### config.mk
export PLATFORM = sky130hd
export DESIGN_NAME = free_extent_heap_allocator
export DESIGN_NICKNAME = d
export VERILOG_FILES = /design/src/sv/fehp_pkg.sv /design/src/sv/fehp_ram.sv /design/src/sv/free_extent_heap_allocator.sv
export SDC_FILE = /design/constraint.sdc
export NUM_CORES = 2
export LEC_CHECK = 0
export BUFFER_PORTS_ARGS = -buffer_cell sky130_fd_sc_hd__buf_2
export CAP_MARGIN = 0
export CELL_PAD_IN_SITES_DETAIL_PLACEMENT = 1
export CELL_PAD_IN_SITES_GLOBAL_PLACEMENT = 2
export CORE_ASPECT_RATIO = 0.75
export CORE_MARGIN = 8
export CORE_UTILIZATION = 35
export DETAILED_ROUTE_END_ITERATION = 8
export PLACE_DENSITY = 0.7
export SLEW_MARGIN = 30
export SYNTH_ARGS = -nofsm -noshare
export SYNTH_HDL_FRONTEND = slang
export SYNTH_SLANG_ARGS = --single-unit
### constraint.sdc
create_clock -name clk -period 8.6 [get_ports clk]
set_clock_uncertainty 0.1 [all_clocks]
set_input_delay 1.29 -clock clk [delete_from_list [all_inputs] [get_ports clk]]
set_output_delay 1.29 -clock clk [all_outputs]
set_load 0.005 [all_outputs]
### src/sv/fehp_pkg.sv
`timescale 1ns / 1ps
// ----------------------------------------------------------------------------
// fehp_pkg
// Shared constants for the free-extent heap allocator.
// ----------------------------------------------------------------------------
package fehp_pkg;

	localparam int MAX_EXTENTS = 32;
	localparam int IDX_W       = $clog2(MAX_EXTENTS);
	localparam int CNT_W       = $clog2(MAX_EXTENTS + 1);
	localparam int TOTAL_W     = 32 + IDX_W + 1;

	localparam logic [31:0] HEADER_BYTES = 32'd8;
	localparam logic [31:0] EXTENT_BYTES = 32'd12;
	localparam logic [3:0]  MERGE_PERIOD = 4'd10;

	localparam logic [1:0] ST_OK         = 2'd0;
	localparam logic [1:0] ST_NO_SPACE   = 2'd1;
	localparam logic [1:0] ST_TABLE_FULL = 2'd2;

	localparam logic KIND_ALLOC = 1'b0;
	localparam logic KIND_FREE  = 1'b1;

	localparam logic REG_HEAP_BASE = 1'b0;
	localparam logic REG_HEAP_SIZE = 1'b1;

	typedef struct packed {
		logic [31:0] start_addr;
		logic [31:0] end_addr;
	} extent_t;

endpackage

### src/sv/fehp_ram.sv
`timescale 1ns / 1ps
// ----------------------------------------------------------------------------
// fehp_ram
// Single write port, single read port RAM with registered read data.
// ----------------------------------------------------------------------------
module fehp_ram #(
	parameter int DEPTH = 32,
	parameter int WIDTH = 64
) (
	input  logic                     clk,
	input  logic                     wr_en,
	input  logic [$clog2(DEPTH)-1:0] wr_addr,
	input  logic [WIDTH-1:0]         wr_data,
	input  logic                     rd_en,
	input  logic [$clog2(DEPTH)-1:0] rd_addr,
	output logic [WIDTH-1:0]         rd_data
);

	logic [WIDTH-1:0] mem [DEPTH];

	always_ff @(posedge clk) begin
		if (wr_en) begin
			mem[wr_addr] <= wr_data;
		end
	end

	always_ff @(posedge clk) begin
		if (rd_en) begin
			rd_data <= mem[rd_addr];
		end
	end

endmodule

### src/sv/free_extent_heap_allocator.sv
`timescale 1ns / 1ps
// ----------------------------------------------------------------------------
// free_extent_heap_allocator
// First-fit free-extent allocator with merging, table kept in one RAM.
// ----------------------------------------------------------------------------
// The free-extent table lives in a 32-entry RAM with one read and one write
// port, walked by a sequencer that reads each entry it touches, then tests
// and writes it back. An allocation scans the table and shifts the later
// entries when an extent is removed whole; a free scans the table and shifts
// the entries when it goes to the head. A full merge pass runs on every
// eleventh free and before the retry of a failed allocation. Requests are
// taken one at a time; a finished result sits in an output register so the
// next request can be accepted while it waits. After reset and after any
// register write the block rebuilds entry 0 before it returns to idle.
// ----------------------------------------------------------------------------
module free_extent_heap_allocator (
	input  logic        clk,
	input  logic        arst_n,
	input  logic        cfg_write,
	input  logic        cfg_index,
	input  logic [31:0] cfg_data,
	input  logic        in_valid,
	output logic        in_stall,
	input  logic        kind,
	input  logic [31:0] request_size,
	input  logic [31:0] user_address,
	output logic        out_valid,
	input  logic        out_stall,
	output logic [31:0] result_address,
	output logic [1:0]  status
);

	import fehp_pkg::*;

	typedef enum logic [18:0] {
		S_INIT   = 19'h00001,
		S_IDLE   = 19'h00002,
		S_A_RD   = 19'h00004,
		S_A_CHK  = 19'h00008,
		S_SHD_RD = 19'h00010,
		S_SHD_WR = 19'h00020,
		S_F_RD   = 19'h00040,
		S_F_CHK  = 19'h00080,
		S_SHU_RD = 19'h00100,
		S_SHU_WR = 19'h00200,
		S_F_HEAD = 19'h00400,
		S_F_POST = 19'h00800,
		S_CI_RD  = 19'h01000,
		S_CI_LD  = 19'h02000,
		S_CJ_RD  = 19'h04000,
		S_CJ_CHK = 19'h08000,
		S_CP_RD  = 19'h10000,
		S_CP_CHK = 19'h20000,
		S_DONE   = 19'h40000
	} state_t;

	state_t             state_q;
	logic [31:0]        base_q, size_q;
	logic [CNT_W-1:0]   count_q, i_q, j_q, w_q;
	logic [3:0]         frees_q;
	logic [32:0]        need_q;
	logic [31:0]        from_q, fend_q;
	logic [TOTAL_W-1:0] total_q;
	logic               retry_q, cret_alloc_q;
	logic [31:0]        si_q, ei_q;
	logic [31:0]        res_addr_q;
	logic [1:0]         res_status_q;
	logic [31:0]        result_address_q;
	logic [1:0]         status_q;
	logic               out_valid_q;

	logic             rd_en, wr_en;
	logic [IDX_W-1:0] rd_addr, wr_addr;
	extent_t          wr_data, rd_data;

	logic [31:0] avail;
	logic        fits_carve, fits_whole;
	logic [3:0]  frees_inc;
	logic        out_free;

	assign avail      = rd_data.end_addr - rd_data.start_addr;
	assign fits_carve = {2'b00, avail} > ({1'b0, need_q} + {2'b00, EXTENT_BYTES});
	assign fits_whole = {1'b0, avail} >= need_q;
	assign frees_inc  = frees_q + 4'd1;
	assign out_free   = !out_valid_q || !out_stall;

	assign in_stall       = (state_q != S_IDLE);
	assign out_valid      = out_valid_q;
	assign result_address = result_address_q;
	assign status         = status_q;

	fehp_ram #(
		.DEPTH(MAX_EXTENTS),
		.WIDTH($bits(extent_t))
	) u_ram (
		.clk    (clk),
		.wr_en  (wr_en),
		.wr_addr(wr_addr),
		.wr_data(wr_data),
		.rd_en  (rd_en),
		.rd_addr(rd_addr),
		.rd_data(rd_data)
	);

	always_comb begin
		rd_en   = 1'b0;
		rd_addr = i_q[IDX_W-1:0];
		wr_en   = 1'b0;
		wr_addr = i_q[IDX_W-1:0];
		wr_data = rd_data;
		unique case (state_q)
			S_INIT: begin
				wr_en   = 1'b1;
				wr_addr = '0;
				wr_data = '{start_addr: base_q, end_addr: base_q + size_q};
			end
			S_A_RD, S_F_RD, S_CI_RD: begin
				rd_en = (i_q < count_q);
			end
			S_A_CHK: begin
				wr_en   = fits_carve;
				wr_data = '{start_addr: rd_data.start_addr,
					end_addr: rd_data.end_addr - need_q[31:0]};
			end
			S_SHD_RD, S_CP_RD: begin
				rd_en   = (j_q < count_q);
				rd_addr = j_q[IDX_W-1:0];
			end
			S_SHD_WR: begin
				wr_en   = 1'b1;
				wr_addr = IDX_W'(j_q - CNT_W'(1));
			end
			S_F_CHK: begin
				wr_en = (fend_q == rd_data.start_addr) || (rd_data.end_addr == from_q);
				if (fend_q == rd_data.start_addr) begin
					wr_data = '{start_addr: from_q, end_addr: rd_data.end_addr};
				end else begin
					wr_data = '{start_addr: rd_data.start_addr, end_addr: fend_q};
				end
			end
			S_SHU_RD: begin
				rd_en   = (j_q != '0);
				rd_addr = IDX_W'(j_q - CNT_W'(1));
			end
			S_SHU_WR: begin
				wr_en   = 1'b1;
				wr_addr = j_q[IDX_W-1:0];
			end
			S_F_HEAD: begin
				wr_en   = 1'b1;
				wr_addr = '0;
				wr_data = '{start_addr: from_q, end_addr: fend_q};
			end
			S_CJ_RD: begin
				rd_addr = j_q[IDX_W-1:0];
				rd_en   = (j_q < count_q) && (j_q != i_q);
				wr_en   = (j_q >= count_q);
				wr_data = '{start_addr: si_q, end_addr: ei_q};
			end
			S_CJ_CHK: begin
				wr_addr = j_q[IDX_W-1:0];
				wr_en   = (si_q == rd_data.end_addr) || (ei_q == rd_data.start_addr);
				if (si_q == rd_data.end_addr) begin
					wr_data = '{start_addr: rd_data.start_addr, end_addr: ei_q};
				end else begin
					wr_data = '{start_addr: rd_data.end_addr, end_addr: rd_data.end_addr};
				end
			end
			S_CP_CHK: begin
				wr_addr = w_q[IDX_W-1:0];
				wr_en   = (rd_data.start_addr != rd_data.end_addr);
			end
			default: begin
			end
		endcase
	end

	always_ff @(posedge clk or negedge arst_n) begin
		if (!arst_n) begin
			state_q      <= S_INIT;
			base_q       <= '0;
			size_q       <= '0;
			count_q      <= CNT_W'(1);
			frees_q      <= '0;
			i_q          <= '0;
			j_q          <= '0;
			w_q          <= '0;
			retry_q      <= 1'b0;
			cret_alloc_q <= 1'b0;
			out_valid_q  <= 1'b0;
		end else begin
			// hold a stalled result, raise valid when a new one is loaded
			out_valid_q <= (out_valid_q && out_stall) || (state_q == S_DONE && out_free);
			unique case (state_q)
				S_INIT: begin
					count_q <= CNT_W'(1);
					frees_q <= '0;
					state_q <= S_IDLE;
				end
				S_IDLE: begin
					if (cfg_write) begin
						if (cfg_index == REG_HEAP_BASE) begin
							base_q <= cfg_data;
						end else begin
							size_q <= cfg_data;
						end
						state_q <= S_INIT;
					end else if (in_valid) begin
						need_q       <= {1'b0, request_size} + {1'b0, HEADER_BYTES};
						from_q       <= user_address - HEADER_BYTES;
						fend_q       <= user_address + request_size;
						i_q          <= '0;
						total_q      <= '0;
						retry_q      <= 1'b0;
						res_addr_q   <= '0;
						res_status_q <= ST_OK;
						state_q      <= (kind == KIND_ALLOC) ? S_A_RD : S_F_RD;
					end
				end
				S_A_RD: begin
					if (i_q < count_q) begin
						state_q <= S_A_CHK;
					end else if (!retry_q && total_q >= TOTAL_W'(need_q)) begin
						cret_alloc_q <= 1'b1;
						i_q          <= '0;
						state_q      <= S_CI_RD;
					end else begin
						res_status_q <= ST_NO_SPACE;
						state_q      <= S_DONE;
					end
				end
				S_A_CHK: begin
					total_q <= total_q + TOTAL_W'(avail);
					priority if (fits_carve) begin
						res_addr_q <= rd_data.end_addr - need_q[31:0] + HEADER_BYTES;
						state_q    <= S_DONE;
					end else if (fits_whole) begin
						res_addr_q <= rd_data.start_addr + HEADER_BYTES;
						j_q        <= i_q + CNT_W'(1);
						state_q    <= S_SHD_RD;
					end else begin
						i_q     <= i_q + CNT_W'(1);
						state_q <= S_A_RD;
					end
				end
				S_SHD_RD: begin
					if (j_q < count_q) begin
						state_q <= S_SHD_WR;
					end else begin
						count_q <= count_q - CNT_W'(1);
						state_q <= S_DONE;
					end
				end
				S_SHD_WR: begin
					j_q     <= j_q + CNT_W'(1);
					state_q <= S_SHD_RD;
				end
				S_F_RD: begin
					if (i_q < count_q) begin
						state_q <= S_F_CHK;
					end else if (count_q >= CNT_W'(MAX_EXTENTS)) begin
						res_status_q <= ST_TABLE_FULL;
						state_q      <= S_F_POST;
					end else begin
						j_q     <= count_q;
						state_q <= S_SHU_RD;
					end
				end
				S_F_CHK: begin
					if ((fend_q == rd_data.start_addr) || (rd_data.end_addr == from_q)) begin
						state_q <= S_F_POST;
					end else begin
						i_q     <= i_q + CNT_W'(1);
						state_q <= S_F_RD;
					end
				end
				S_SHU_RD: begin
					state_q <= (j_q == '0) ? S_F_HEAD : S_SHU_WR;
				end
				S_SHU_WR: begin
					j_q     <= j_q - CNT_W'(1);
					state_q <= S_SHU_RD;
				end
				S_F_HEAD: begin
					count_q <= count_q + CNT_W'(1);
					state_q <= S_F_POST;
				end
				S_F_POST: begin
					if (frees_inc > MERGE_PERIOD) begin
						frees_q      <= '0;
						cret_alloc_q <= 1'b0;
						i_q          <= '0;
						state_q      <= S_CI_RD;
					end else begin
						frees_q <= frees_inc;
						state_q <= S_DONE;
					end
				end
				S_CI_RD: begin
					if (i_q < count_q) begin
						state_q <= S_CI_LD;
					end else begin
						j_q     <= '0;
						w_q     <= '0;
						state_q <= S_CP_RD;
					end
				end
				S_CI_LD: begin
					si_q    <= rd_data.start_addr;
					ei_q    <= rd_data.end_addr;
					j_q     <= '0;
					state_q <= S_CJ_RD;
				end
				S_CJ_RD: begin
					priority if (j_q >= count_q) begin
						i_q     <= i_q + CNT_W'(1);
						state_q <= S_CI_RD;
					end else if (j_q == i_q) begin
						j_q <= j_q + CNT_W'(1);
					end else begin
						state_q <= S_CJ_CHK;
					end
				end
				S_CJ_CHK: begin
					priority if (si_q == rd_data.end_addr) begin
						si_q <= ei_q;
					end else if (ei_q == rd_data.start_addr) begin
						ei_q <= rd_data.end_addr;
					end else begin
					end
					j_q     <= j_q + CNT_W'(1);
					state_q <= S_CJ_RD;
				end
				S_CP_RD: begin
					if (j_q < count_q) begin
						state_q <= S_CP_CHK;
					end else begin
						count_q <= w_q;
						if (cret_alloc_q) begin
							retry_q <= 1'b1;
							i_q     <= '0;
							total_q <= '0;
							state_q <= S_A_RD;
						end else begin
							state_q <= S_DONE;
						end
					end
				end
				S_CP_CHK: begin
					if (rd_data.start_addr != rd_data.end_addr) begin
						w_q <= w_q + CNT_W'(1);
					end
					j_q     <= j_q + CNT_W'(1);
					state_q <= S_CP_RD;
				end
				S_DONE: begin
					if (out_free) begin
						state_q <= S_IDLE;
					end
				end
				default: begin
					state_q <= S_INIT;
				end
			endcase
		end
	end

	// hold the result until the downstream side takes it
	always_ff @(posedge clk) begin
		if (state_q == S_DONE && out_free) begin
			result_address_q <= res_addr_q;
			status_q         <= res_status_q;
		end
	end

endmodule
=== Word level (Yosys, flattened, before mapping) ===
Memory sizes are Yosys's and may differ from the RTL's. A register that Yosys moved wholly into a read port is not among the register bits.
Index checks and enable logic that the tools add are counted.

* $add $sub $neg: 17
* Magnitude comparators: 8
* Equality and inequality tests: 55
* Muxes and demuxes: 87
* Bitwise logic cells: 2
* Reductions and logical operators: 47

{| class="wikitable"
|+ Operators by type and width
! operator !! number
|-
| $pmux 64 s6 || 1
|-
| $pmux 19 s18 || 1
|-
| $mux 19 || 12
|-
| $mux 32 || 7
|-
| $pmux 32 s2 || 3
|-
| $mux 38 || 4
|-
| $eq 32x32->1 || 4
|-
| $mux 64 || 2
|-
| $mux 6 || 21
|-
| $pmux 38 s3 || 1
|-
| $pmux 6 s7 || 2
|-
| $add 32x32->32 || 2
|-
| $add 32x4->32 const B || 2
|-
| $sub 32x32->32 || 2
|-
| $ne 2x2->1 const B || 25
|-
| $add 38x32->38 || 1
|-
| $ge 38x33->1 || 1
|-
| $mux 12 || 3
|-
| $add 33x4->34 const B || 1
|-
| $gt 32x34->1 || 1
|-
| $add 32x4->33 const B || 1
|-
| $ge 32x33->1 || 1
|-
| $ne 32x32->1 || 1
|-
| $sub 32x4->32 const B || 1
|-
| 65 further kinds || 116
|}

* Flip-flop bits (word level): 381
* Memory bits (writable): 2048
* Input bits: 103
* Output and inout bits: 36
* Logic and storage cells: 238
* Memories: 1

{| class="wikitable"
|+ Memory list
! name !! depth !! bits a word !! read ports !! clocked after memory_dff !! write ports !! RTL line !! text
|-
| u_ram.mem || 32 || 64 || 1 || 1 || 1 || fehp_ram.sv:19 || <nowiki>logic [WIDTH-1:0] mem [DEPTH];</nowiki>
|}

=== Depth between registers and ports, before layout ===
* Depth in word-level cells: 5
* Mapped depth: 33
* Mapped depth without buffers: 29

=== Cells and area by module ===
Synthesis repeated with hierarchy kept, for this count alone.

* Cells, all modules: 6438
* Area total of the unflattened synthesis: 110686.2 um^2

{| class="wikitable"
|+ Modules (own cells, without submodules)
! module !! instances !! cells each !! area each (um^2) !! sequential area each (um^2)
|-
| fehp_ram || 1 || 3096 || 79605.1 || 63420.8
|-
| free_extent_heap_allocator || 1 || 3342 || 31081.1 || 10872.9
|}

=== Least setup slack after synthesis ===
No wires, ideal clock.

* Kind: register -> register
* Start: reg u_ram.rd_data[39], read port of u_ram.mem
* End: mem u_ram.mem[24][0], enable pin
* Setup time: 0.486 ns
* Data arrival time: 7.972 ns
* Required time: 8.014 ns
* Path slack: 0.042 ns
* Cell stages (with the launch flop): 24
* Cells stage by stage: edfxtp_1 > clkbuf_1 > inv_1 > ha_1 > a2111oi_0 > a211oi_1 > o211ai_1 > o211ai_1 > a41oi_1 > o21ai_0 > a21o_1 > and4_1 > or3_1 > ha_1 > nand4_1 > nor4bb_1 > a222oi_1 > a21oi_2 > clkinv_1 > nor2_1 > or3_1 > nor2b_1 > nand2_1 > nor2_1

* Word-level cells in the longest chain between the ends: 5
* Elaborated cells on any way between the ends: 10
* Classes of those cells: 1 x add/sub; 1 x order compare; 3 x eq/ne; 3 x mux; 2 x reduce/logical

{| class="wikitable"
|+ Ends and longest elaborated chain
! what !! RTL line !! text
|-
| start, declared || fehp_ram.sv:16 || <nowiki>output logic [WIDTH-1:0] rd_data</nowiki>
|-
| $sub 32x32->32, or another cell as far along || free_extent_heap_allocator.sv:81 || <nowiki>assign avail = rd_data.end_addr - rd_data.start_addr;</nowiki>
|-
| $gt 32x34->1, or another cell as far along || free_extent_heap_allocator.sv:82 || <nowiki>assign fits_carve = {2'b00, avail} > ({1'b0, need_q} + {2'b00, EXTENT_BYTES});</nowiki>
|-
| $pmux 1 s6 * || free_extent_heap_allocator.sv:111 || <nowiki>unique case (state_q)</nowiki>
|-
| $mux 1 * || fehp_ram.sv:22 || <nowiki>if (wr_en) begin</nowiki>
|-
| $mux 1 (implied by the code) * || fehp_ram.sv:23 || <nowiki>mem[wr_addr] <= wr_data;</nowiki>
|-
| end, declared || fehp_ram.sv:19 ||
|}

Mark *: on every way between the ends. The rest lies on a longest branch, timed or not.

=== Final worst setup path ===
* Start: reg u_ram.rd_data[0], read port of u_ram.mem
* End: mem u_ram.mem[20][14], enable pin

Same word-level chain as after synthesis.

==> summary.md <==
| Metric | Value |
|---|---|
| P_int | 25.2 mW |
| Worst Tran Pin Value | 1.14 ns |
| Share of synthesized registers carrying an async set or reset | 4.57% |
| Vias/cell | 5.97 |
| Post-synth top area share | 63.4% |
| FILL cells | 33.8k |
| Worst EP arrival | 8.75 ns |
| Gr ovfl total | 0 |
| Core Rows | 180 |
| Synthesis Warnings | 0 |
| F_max | 0.121 GHz |
| Die Wd | 671 um |
| Worst skew pair latency | 0.90 ns |
| RSZ-0062 raised after global routing | no |
| Root buffer cell | clkbuf_16 |
| Residual DRC | 0 |
| Post-CTS Hold Fix Bufs | 0 |
| IO Pins | 139 |
| Worst Hold Class | primary input to async pin |
| Maxcap violations | 0 |
| Finish-stage setup viols | 0 |
| Final hold vios | 0 |
| Initial Utilization | 35.1% |
| Mux contribution to synthesized area | 1.07% |
| Pleak | 45.0 nW |
| Vias in the first global route | 80.0k |
| Post-synth EDFFs | 2,379 |
| Maximum vdd ir drop | 0.232 mV |
| Initial antenna violation count | 55 |
| Critical-path top delay cell | nor2_4 |
| Sw frac | 34.2% |
| NetSw | 13.1 mW |
| Post-Route WL | 475,000 um |
| Syn nets | 9,639 |
| Total number of vias | 83.3k |
| Largest cells by area after synthesis | edfxtp_1, nand2_1, ha_1 |
| Fin area | 0.129 mm^2 |
| Post-route ant nets | 0 |
| Post-Synth Simple-Gate Area | 16.2% |
| Post-Place Worst Slack | -0.0728 ns |
| Final Max Slew Viols | 0 |
| Critical path peak fanout | 13 |
| GPL Wtd Cong | 0.955 |
| CP startpoint kind | register |
| Slew headroom | 23.6% |
| Commonest cells post-synth | edfxtp_1, nand2_1, nand3_1 |
| DRT Pass-1 Iters | 9 |
| Req. time, crit path | 9.05 ns |
| H-tree lvl count | 5 |
| Sequential share of power | 44.6% |
| Unique masters post-synth | 95 |
| Slowest stage delay, CP | 0.72 ns |
| Largest net degree at the start of global routing | 123 |
| Crit. End Element | register |
| Post-DP Area | 0.120 mm^2 |
| Cell with the most instances after synthesis | edfxtp_1 |
| Core footprint | 0.320 mm^2 |
| Fin crit share | 96.5% |
| First-pass GRT wire length | 655,000 um |
| Nets | 9,855 |
| Period minus WS final | 8.30 ns |
| Mapped cell area | 0.113 mm^2 |
| Synth Area in XOR/XNOR | 3.00% |
| HPWL after DPL | 328,000 um |
| PortBufs | 138 |
| Layout area overhead | 14.5% |
| Comb pwr share | 25.2% |
| Final setup margin | 0.303 ns |
| Die span in y | 507 um |
| Synth Area in Adders | 3.18% |
| Wire per inst | 34.0 um |
| Seq/Total Area, Yosys | 66.0% |
| Clock power share | 30.3% |
| Seq cells post-synth | 2,493 |
| Outcome | finished clean |
| GRT Total Usage | 26.8% |
| Clock slew at reported path FFs | 0.06 ns |
| Layout cells sized above 1 | 11.1% |
| Clock buffer count from CTS | 267 |
| Largest family of logic cells by synthesized area | simple AND/OR/NAND/NOR gates |
| Cell count after synthesis | 9,253 |
| CTS tree | yes |
| Initial DRC count | 11.4k |
| Clock tree sinks | 2,493 |
| Max clock buf depth | 4 |
| Synth Flop Type | edfxtp_1 |
| Cell Pwr Density | 297 mW/mm^2 |
| Compound-Gate Fraction of Synth Area | 8.23% |
| Largest area contributor in the netlist | edfxtp_1 |
| Avg Synthesized Cell Area | 12.2 um^2 |
| WS Path Type | register to register |
| Die area | 0.340 mm^2 |
[power groups by stage]
stage	clock network (mW)	logic [mW]	registers, mW
after floorplan	0	4.21	17.1
after global placement	0	9.27	17.3
after detailed placement	0	9.48	17.3
after CTS	11.8	9.50	17.1
after global routing	12.1	9.98	17.1
final	11.6	9.64	17.1
[metal layers]
| layer | wire, um | up-vias | GRT usage, % |
|---|---|---|---|
| met5 | 110 | - | 0 |
| met4 | 10800 | 18 | 5.72 |
| met3 | 50400 | 529 | 6.94 |
| met2 | 192000 | 4041 | 37.1 |
| met1 | 222000 | 43812 | 41.7 |
| li1 | - | 34931 | - |
[worst paths after layout]
check	from	cells after the start	slack, ns	end
max in group asynchronous	arst_n	3	6.30	base_q[24]
setup / recovery	u_ram.rd_data[0]	26	0.30	u_ram.mem[20][14]
hold reg to reg	res_addr_q[30]	0	0.33	result_address[30]
setup reg to reg	u_ram.rd_data[0]	26	0.30	u_ram.mem[20][14]
hold / removal	arst_n	1	0.23	out_valid
min in group clk	res_addr_q[30]	0	0.33	result_address[30]
[cell type report]
cell class / instances / area, um^2 / area share [%]
clock buffer: 322 / 7060 / 5.47
antenna: 23 / 57.6 / 0.0446
timing repair buffer: 443 / 3720 / 2.88
sequential: 2493 / 74300 / 57.6
clock inverter: 143 / 1320 / 1.03
inverter: 132 / 495 / 0.384
multi-input combinational: 6132 / 36700 / 28.4
tap: 4277 / 5350 / 4.15
[placed cells by master (no fill, tap or decap), drive strengths merged, types with 142 or more instances in the layout]
master	n
nor3	190
inv	142
buf	443
a311oi	250
clkbuf	322
nor2	306
and3	282
ha	277
nand2	2324
a21oi	211
o21ai	194
nand4	196
a31oi	151
xor2	154
xnor2	232
nand3	493
edfxtp	2379
[kinds of logic after synthesis]
family                     count (synthesis)
xor gates and xnor gates                 386
buffers and inverters                    630
and+or+nand+nor                         4055
adders and majority gates                283
muxes                                     92
AOI/OAI and AO/OA                       1314
DFF                                     2493
[flip-flops by register name (all words and copies together), names as in the netlist, 33 cells and up]
name / flops
total_q: 38
u_ram.rd_data: 64
need_q: 33
u_ram.mem: 2048
[through the flow]
step / power [mW] / util, % / std cells / TNS (ns) / hold WS [ns]
finish: 38.3 / 40.2 / 13965 / 0 / 0.229
floorplan: 21.3 / - / 9253 / 0 / 0.300
global placement: 26.6 / 37.4 / 13446 / -18.36 / 0.322
detailed placement: 26.8 / 37.5 / 13460 / -2.55 / 0.312
CTS: 38.3 / 40.1 / 13925 / 0 / 0.189
global route: 39.2 / 40.2 / 13943 / 0 / 0.200
[critical path: cells and delay by family (launching register included)]
| kind | cells | cell delay, ns |
|---|---|---|
| AND/OR/NAND/NOR | 9 | 3.02 |
| buffers and inverters | 4 | 0.99 |
| flip-flops | 1 | 0.38 |
| adder cells (fa/ha/maj) | 3 | 0.81 |
| AO/OA/AOI/OAI | 10 | 2.66 |
[what timing repair did]
item	CTS	global route
pin swaps	0	5
gates cloned	0	2
setup endpoints to repair	47	588
gates resized for setup	1	12
buffers inserted	0	13
No activity file was read; power rests on OpenSTA's default activity.
